===== src/sv/frame_pacing_duplicator_macros.svh =====
// Assertion macros shared by the frame pacing duplicator RTL.
// Include by bare file name; needs a clk and an active-low rst_n in scope.
`ifndef FRAME_PACING_DUPLICATOR_MACROS_SVH
`define FRAME_PACING_DUPLICATOR_MACROS_SVH

// Same-cycle implication, disabled during reset
`define FPD_ASSERT_NOW(label, ante, cons) \
    label: assert property (@(posedge clk) disable iff (!rst_n) (ante) |-> (cons)) \
        else $error("fpd assertion failed");

// Next-cycle implication, disabled during reset
`define FPD_ASSERT_NEXT(label, ante, cons) \
    label: assert property (@(posedge clk) disable iff (!rst_n) (ante) |=> (cons)) \
        else $error("fpd assertion failed");

`endif


===== src/sv/fpd_pkg.sv =====
// Package for the frame pacing duplicator: word types, sequencer states
// and register indexes. No dependencies.
`timescale 1ns / 1ps
`default_nettype none

package fpd_pkg;

    // Input word
    typedef struct packed {
        logic [63:0] timestamp;
        logic [31:0] overhead_ticks;
    } fpd_in_t;

    // Result word
    typedef struct packed {
        logic [15:0] copy_count;
        logic [31:0] measured_rate;
        logic        rate_valid;
        logic        first_frame;
    } fpd_out_t;

    // Configuration register indexes
    localparam logic [1:0] REG_TIMER_FREQ      = 2'd0;
    localparam logic [1:0] REG_TARGET_RATE     = 2'd1;
    localparam logic [1:0] REG_WEIGHT_OVERRIDE = 2'd2;
    localparam logic [1:0] REG_OVERHEAD_COMP   = 2'd3;

    localparam logic [31:0] TARGET_RATE_RESET = 32'd1966080;

    // Sequencer states
    typedef enum logic [2:0] {
        ST_IDLE,
        ST_CHECK,
        ST_COMP,
        ST_DIV_RATE,
        ST_RATE,
        ST_DIV_WEIGHT,
        ST_SUM,
        ST_OUT
    } fpd_state_t;

endpackage

`default_nettype wire


===== src/sv/frame_pacing_duplicator.sv =====
// Frame pacing duplicator: copies-per-frame from timer stamps, one shared
// restoring divider (one quotient bit per cycle) run up to twice per frame.
// First frame or stalled time goes from check straight to output; the computed
// path runs up to two divider passes, then the sum, before the output load.
// One word at a time: in_stall is high from accept until the result is loaded.
// Reset: asynchronous, active low; clears state, stamps and config to defaults.
`timescale 1ns / 1ps
`default_nettype none

module frame_pacing_duplicator #(
    parameter int FRAC_BITS  = 16,
    parameter int COUNT_BITS = 16
) (
    input  wire logic             clk,
    input  wire logic             rst_n,
    input  wire logic             in_valid,
    output logic                  in_stall,
    input  wire fpd_pkg::fpd_in_t in_data,
    output logic                  out_valid,
    input  wire logic             out_stall,
    output fpd_pkg::fpd_out_t     out_data,
    input  wire logic             cfg_we,
    input  wire logic [1:0]       cfg_index,
    input  wire logic [31:0]      cfg_data
);
    import fpd_pkg::*;

    // Dividend width, counter width, count field width
    localparam int DW  = 32 + FRAC_BITS;
    localparam int CW  = $clog2(DW);
    localparam int NW  = DW + 1 - FRAC_BITS;
    localparam logic [NW-1:0] COUNT_MAX = (NW'(1) << COUNT_BITS) - NW'(1);

    // Configuration
    logic [31:0] timer_freq_reg;
    logic [31:0] target_rate_reg;
    logic [31:0] weight_override_reg;
    logic        comp_on_reg;

    // Block state
    logic [63:0]          last_stamp_reg, last_stamp_next;
    logic [31:0]          penalty_reg, penalty_next;
    logic [FRAC_BITS-1:0] leftover_reg, leftover_next;

    // Sequencer and working registers
    fpd_state_t  state_reg, state_next;
    fpd_in_t     in_hold_reg, in_hold_next;
    logic [63:0] diff_reg, diff_next;
    logic [DW-1:0] weight_reg, weight_next;
    fpd_out_t    res_reg, res_next;
    fpd_out_t    out_reg, out_next;
    logic        out_valid_reg, out_valid_next;

    // Shared divider
    logic [63:0]   rem_reg, rem_next;
    logic [DW-1:0] quo_reg, quo_next;
    logic [63:0]   dvs_reg, dvs_next;
    logic [CW-1:0] cnt_reg, cnt_next;

    logic [64:0]   trial;
    logic          trial_ge;
    logic [63:0]   rem_step;
    logic [DW-1:0] quo_step;
    logic          div_last;

    // Compensation and sum helpers
    logic [31:0]   pen_half;
    logic [31:0]   ovh_sub;
    logic [DW:0]   wsum;
    logic [NW-1:0] count_raw;
    logic [NW-1:0] count_sat;

    assign in_stall  = (state_reg != ST_IDLE);
    assign out_valid = out_valid_reg;
    assign out_data  = out_reg;

    // Divider step: shift in next dividend bit, subtract when it fits
    always_comb
    begin
        trial    = {rem_reg, quo_reg[DW-1]};
        trial_ge = (trial >= {1'b0, dvs_reg});
        rem_step = trial_ge ? 64'(trial - {1'b0, dvs_reg}) : trial[63:0];
        quo_step = {quo_reg[DW-2:0], trial_ge};
        div_last = (cnt_reg == CW'(DW - 1));
    end

    // Configuration writes
    always_ff @(posedge clk or negedge rst_n)
    begin
        if (!rst_n)
        begin
            timer_freq_reg      <= '0;
            target_rate_reg     <= TARGET_RATE_RESET;
            weight_override_reg <= '0;
            comp_on_reg         <= 1'b0;
        end
        else if (cfg_we)
        begin
            case (cfg_index)
                REG_TIMER_FREQ:      timer_freq_reg      <= cfg_data;
                REG_TARGET_RATE:     target_rate_reg     <= cfg_data;
                REG_WEIGHT_OVERRIDE: weight_override_reg <= cfg_data;
                REG_OVERHEAD_COMP:   comp_on_reg         <= cfg_data[0];
                default:             comp_on_reg         <= comp_on_reg;
            endcase
        end
    end

    // Control and state registers
    always_ff @(posedge clk or negedge rst_n)
    begin
        if (!rst_n)
        begin
            state_reg      <= ST_IDLE;
            out_valid_reg  <= 1'b0;
            last_stamp_reg <= '0;
            penalty_reg    <= '0;
            leftover_reg   <= '0;
            cnt_reg        <= '0;
        end
        else
        begin
            state_reg      <= state_next;
            out_valid_reg  <= out_valid_next;
            last_stamp_reg <= last_stamp_next;
            penalty_reg    <= penalty_next;
            leftover_reg   <= leftover_next;
            cnt_reg        <= cnt_next;
        end
    end

    // Payload registers
    always_ff @(posedge clk)
    begin
        in_hold_reg <= in_hold_next;
        diff_reg    <= diff_next;
        weight_reg  <= weight_next;
        res_reg     <= res_next;
        out_reg     <= out_next;
        rem_reg     <= rem_next;
        quo_reg     <= quo_next;
        dvs_reg     <= dvs_next;
    end

    // Sequencer
    always_comb
    begin
        state_next      = state_reg;
        in_hold_next    = in_hold_reg;
        diff_next       = diff_reg;
        weight_next     = weight_reg;
        res_next        = res_reg;
        out_next        = out_reg;
        out_valid_next  = out_valid_reg;
        last_stamp_next = last_stamp_reg;
        penalty_next    = penalty_reg;
        leftover_next   = leftover_reg;
        rem_next        = rem_reg;
        quo_next        = quo_reg;
        dvs_next        = dvs_reg;
        cnt_next        = cnt_reg;

        pen_half  = in_hold_reg.overhead_ticks >> 1;
        ovh_sub   = in_hold_reg.overhead_ticks - pen_half;
        wsum      = {1'b0, weight_reg} + {{(DW + 1 - FRAC_BITS){1'b0}}, leftover_reg};
        count_raw = wsum[DW:FRAC_BITS];
        count_sat = (count_raw > COUNT_MAX) ? COUNT_MAX : count_raw;

        // Output register drains independently
        if (out_valid_reg && !out_stall)
        begin
            out_valid_next = 1'b0;
        end

        case (state_reg)
            ST_IDLE:
            begin
                if (in_valid)
                begin
                    in_hold_next = in_data;
                    state_next   = ST_CHECK;
                end
            end

            // First frame or time not advancing
            ST_CHECK:
            begin
                diff_next       = in_hold_reg.timestamp - last_stamp_reg;
                last_stamp_next = in_hold_reg.timestamp;
                res_next.measured_rate = '0;
                res_next.rate_valid    = 1'b0;
                if ((last_stamp_reg == '0) || (diff_next == '0) || diff_next[63])
                begin
                    res_next.copy_count  = 16'd1;
                    res_next.first_frame = 1'b1;
                    state_next           = ST_OUT;
                end
                else
                begin
                    res_next.first_frame = 1'b0;
                    state_next           = ST_COMP;
                end
            end

            // Override weight or overhead compensation, then load divider
            ST_COMP:
            begin
                rem_next = '0;
                quo_next = {timer_freq_reg, {FRAC_BITS{1'b0}}};
                cnt_next = '0;
                dvs_next = diff_reg;
                if (weight_override_reg != '0)
                begin
                    weight_next = DW'(weight_override_reg);
                    state_next  = ST_SUM;
                end
                else if (comp_on_reg && (in_hold_reg.overhead_ticks != '0))
                begin
                    penalty_next = pen_half;
                    if ({32'd0, ovh_sub} >= diff_reg)
                    begin
                        weight_next = '0;
                        state_next  = ST_SUM;
                    end
                    else
                    begin
                        dvs_next   = diff_reg - {32'd0, ovh_sub};
                        state_next = ST_DIV_RATE;
                    end
                end
                else if (comp_on_reg)
                begin
                    penalty_next = penalty_reg >> 1;
                    dvs_next     = diff_reg + {33'd0, penalty_reg[31:1]};
                    state_next   = ST_DIV_RATE;
                end
                else
                begin
                    state_next = ST_DIV_RATE;
                end
            end

            // rate = (timer_freq << FRAC_BITS) / ticks
            ST_DIV_RATE:
            begin
                rem_next = rem_step;
                quo_next = quo_step;
                cnt_next = cnt_reg + CW'(1);
                if (div_last)
                begin
                    state_next = ST_RATE;
                end
            end

            // Zero rate gives zero weight; else start weight division
            ST_RATE:
            begin
                if (quo_reg == '0)
                begin
                    weight_next = '0;
                    state_next  = ST_SUM;
                end
                else
                begin
                    res_next.measured_rate = (|quo_reg[DW-1:32]) ? 32'hFFFF_FFFF
                                                                 : quo_reg[31:0];
                    res_next.rate_valid    = 1'b1;
                    dvs_next   = {{(64 - DW){1'b0}}, quo_reg};
                    rem_next   = '0;
                    quo_next   = {target_rate_reg, {FRAC_BITS{1'b0}}};
                    cnt_next   = '0;
                    state_next = ST_DIV_WEIGHT;
                end
            end

            // weight = (target_rate << FRAC_BITS) / rate
            ST_DIV_WEIGHT:
            begin
                rem_next = rem_step;
                quo_next = quo_step;
                cnt_next = cnt_reg + CW'(1);
                if (div_last)
                begin
                    weight_next = quo_step;
                    state_next  = ST_SUM;
                end
            end

            // Add leftover, split count and fraction, saturate count
            ST_SUM:
            begin
                leftover_next       = wsum[FRAC_BITS-1:0];
                res_next.copy_count = count_sat[15:0];
                state_next          = ST_OUT;
            end

            // Load result word once the output slot is free
            ST_OUT:
            begin
                if (!out_valid_reg || !out_stall)
                begin
                    out_next       = res_reg;
                    out_valid_next = 1'b1;
                    state_next     = ST_IDLE;
                end
            end

            default:
            begin
                state_next = ST_IDLE;
            end
        endcase
    end

    // Checks
`include "frame_pacing_duplicator_macros.svh"

    `FPD_ASSERT_NEXT(a_accept_check, in_valid && !in_stall, state_reg == ST_CHECK)
    `FPD_ASSERT_NEXT(a_out_load, (state_reg == ST_OUT) && (!out_valid_reg || !out_stall),
        out_valid_reg && (state_reg == ST_IDLE))
    `FPD_ASSERT_NOW(a_first_word, out_valid_reg && out_reg.first_frame,
        (out_reg.copy_count == 16'd1) && !out_reg.rate_valid)
    `FPD_ASSERT_NOW(a_rate_nonzero, out_valid_reg && out_reg.rate_valid,
        out_reg.measured_rate != '0)
    `FPD_ASSERT_NOW(a_rate_after_div, state_reg == ST_RATE,
        $past(state_reg) == ST_DIV_RATE)

endmodule

`default_nettype wire

===== config.mk =====
export PLATFORM = sky130hd
export DESIGN_NAME = frame_pacing_duplicator
export DESIGN_NICKNAME = d
export VERILOG_FILES = /design/src/sv/fpd_pkg.sv /design/src/sv/frame_pacing_duplicator.sv
export VERILOG_INCLUDE_DIRS = /design/src /design/src/sv
export SDC_FILE = /design/constraint.sdc
export NUM_CORES = 2
export LEC_CHECK = 0
export BUFFER_PORTS_ARGS = -buffer_cell sky130_fd_sc_hd__buf_2
export CORE_AREA = 5 5 314 316
export DETAILED_ROUTE_END_ITERATION = 7
export DIE_AREA = 0 0 319 321
export GPL_ROUTABILITY_DRIVEN = 1
export GPL_TIMING_DRIVEN = 0
export HOLD_SLACK_MARGIN = 0.03
export PLACE_DENSITY = 0.66
export SKIP_CTS_REPAIR_TIMING = 1
export SYNTH_ARGS = -nofsm -noshare
export SYNTH_HDL_FRONTEND = slang
export SYNTH_SLANG_ARGS = --single-unit

===== constraint.sdc =====
create_clock -name clk -period 7.9 [get_ports clk]
set_input_delay 1.975 -clock clk [delete_from_list [all_inputs] [get_ports clk]]
set_output_delay 1.975 -clock clk [all_outputs]
set_load 0.1 [all_outputs]

==> impl_metrics.csv <==
group,metric,value,unit
logic_synthesis,yosysWarnings,0,
logic_synthesis,synth-main-ff-cell,"edfxtp_1",
grt,grt_pass1_vias,33500,
final_layout,fillCellCount,8799,
job,drv_cap,0,
sta,tightest_slew,1.09,ns
critical_path,endpoint_kind,"flop",
detailed_routing,avgViaCountPerCell,5.84,
logic_synthesis,synth_common_cells,"nand2_1 (505), edfxtp_1 (484), nor2_1 (433)",
critical_path,worstPathMaxFanout,27,
logic_synthesis,async_flop_share,31.0,%
sta,finalMaxSlewViolations,0,
critical_path,cp_slowest_stage_delay,0.64,ns
logic_synthesis,syn_area,42700,µm²
pwr,ir_drop,0.237,mV
sta,timing.setup.tns,0,ns
final_layout,area_growth,12.9,%
detailed_routing,via_count,35300,
cts,clk_latency,0.68,ns
floorplanning,io_pins,187,
sta,hold_ws,0.417,ns
sta,layout_setup_ws,0.354,ns
final_layout,antenna_cells,0,
detailed_routing,avgRoutedWirePerCell,22.0,µm
grt,antenna_found_initial,2,
cts,cts_tree,"built",
sta,fin_worst_skew,0.0409,ns
floorplanning,start_util,44.6,%
logic_synthesis,synth_edf_count,484,
detailed_routing,drt_wl_total,133,mm
worst_hold_path,hold_class,"reg -> reg",
logic_synthesis,synth_nets,4825,
logic_synthesis,yosysUniqueCellTypes,93,
critical_path,start_kind,"flop",
floorplanning,die_w,319,µm
pwr,p_per_area,437,nW/µm²
final_layout,fin_nets,5106,
floorplanning,dieArea,102000,µm²
logic_synthesis,yosys.area.top_type,"edfxtp_1",
sta,finalCriticalPeriod,7.55,ns
place,portBuffers,186,
final_layout,largest_register_ff_count,96,
sta,finalHoldViolations,0,
detailed_routing,drc,0,
logic_synthesis,yosysMostFrequentCell,"nand2_1",
floorplanning,rows,114,
place,postPlaceCellArea,45600,µm²
cts,cts.sinks,701,
sta,rsz0062_at_grt,"no",
floorplanning,fp.dieH,321,µm
pwr,power,21.0,mW
cts,numCtsBuffers,78,
logic_synthesis,netlist.area_leader.share,34.1,%
sta,setup_viol,0,
cts,cts.clk_slew.worst_paths,0.06,ns
detailed_routing,drt_iter0_drc,3754,
cts,root_buffer,"clkbuf_16",
grt,grt.total_usage,25.3,%
final_layout,fin_util,50.3,%
place,preCtsSetupSlack,-0.320,ns
logic_synthesis,ys_seq_elements,701,
place,dpl.hpwl,103,mm
detailed_routing,ant_nets,0,
place,dp_cells,5908,
grt,gr-total-overflow,0,
final_layout,stdcell_count,6053,
sta,fin_crit_sh,95.5,%
status,status,"complete, no violations",
final_layout,fin_area,48200,µm²
critical_path,worstPathRequired,8.28,ns
detailed_routing,first_pass_iters,8,
logic_synthesis,netlist_instances,4431,
critical_path,cp.arrival,7.93,ns
logic_synthesis,synth_seq_area_share,46.8,%
place,gp_congestion,0.977,
grt,grt_max_degree,103,
grt,grt_pass1_wl,202,mm
final_layout,layout-drive-gt1-share,10.3,%
sta,slew_headroom,25.6,%
critical_path,critPathKind,"reg -> reg",
floorplanning,core,95700,µm²
pwr,p_leak,19.5,nW
sta,clock.fmax,0.133,GHz
logic_synthesis,postSynthAreaPerCell,9.63,µm²
critical_path,crit_slowest_cell,"or4_1",
logic_synthesis,ys_top_cells_by_area,"edfxtp_1 (34%), dfrtp_1 (12%), ha_1 (7.4%)",
cts,htree_num_levels,3,
cts,clockBufferDepth,3,
## cell type report
type	count	area (µm²)	area share, %
buffer	187	717	1.49
clock buffer	101	2110	4.38
clock inverter	44	424	0.880
inverter	251	942	1.96
multi-input combinational	3292	21100	43.9
sequential	701	20000	41.5
tap	1276	1600	3.31
timing repair buffer	201	1280	2.66
## cell families (layout without fill, tap and decap cells)
family,Yosys count,after routing,share of synthesized area [%]
AOI/OAI and AO/OA,1164,1164,17.2
xor gates and xnor gates,240,240,4.93
adders and majority gates,259,259,7.70
buffers and inverters,438,784,3.88
DFF,701,701,46.8
muxes,119,119,3.10
and+or+nand+nor,1510,1510,16.4
## routing by layer
| metal | vias up | wire, µm | GRT usage, % |
|---|---|---|---|
| met5 | - | 11 | 0 |
| met4 | 2 | 5950 | 10.1 |
| met3 | 330 | 10700 | 3.92 |
| met2 | 1483 | 59000 | 39.7 |
| met1 | 16800 | 57200 | 35.5 |
| li1 | 16800 | - | - |
## layout by cell type, fill, tap and decap left out, types with 13 or more instances in the layout
cell	instances
nand3b_1	13
nor4_1	71
xor2_1	105
o31ai_1	22
o211ai_1	23
buf_2	194
o22ai_1	20
a21oi_1	315
o21bai_1	43
nor2b_1	30
xnor2_1	135
inv_1	250
clkinv_2	15
edfxtp_1	484
o21ai_0	297
mux2_2	104
dfrtp_1	213
a22oi_1	43
mux2i_1	15
nand3_1	94
and2_1	19
ha_1	253
a211oi_1	27
a31oi_1	74
o21a_1	39
nand2_1	505
nor3_1	82
clkbuf_1	185
or3_1	19
nand2b_1	36
a21o_1	118
and3_1	70
nor2_1	431
nand4_1	71
clkbuf_16	79
## where the power goes
group	internal (mW)	switching (mW)	total [mW]
combinational	3.67	6.92	10.6
sequential	5.72	1.12	6.84
clock	2.02	1.59	3.60
## worst paths after layout
| path | start | to | slack [ns] | cells past startpoint |
|---|---|---|---|---|
| min | res_reg[19] | out_data[19] | 0.42 | 0 |
| max reg2reg | in_hold_reg[0] | weight_reg[21] | 0.35 | 28 |
| max in group asynchronous | rst_n | penalty_reg[8] | 5.31 | 3 |
| min in group asynchronous | rst_n | leftover_reg[13] | 1.14 | 1 |
| max | in_hold_reg[0] | weight_reg[21] | 0.35 | 28 |
| min reg2reg | res_reg[19] | out_data[19] | 0.42 | 0 |
## critical path: cells and delay by family, from the launching register on
kind	cells	cell delay [ns]
xor+xnor	1	0.17
flops	1	0.36
fa+ha+maj	3	0.80
simple gates	5	1.52
compound gates	16	3.75
buf+inv	3	0.65
(Power assumes the default switching activity.)
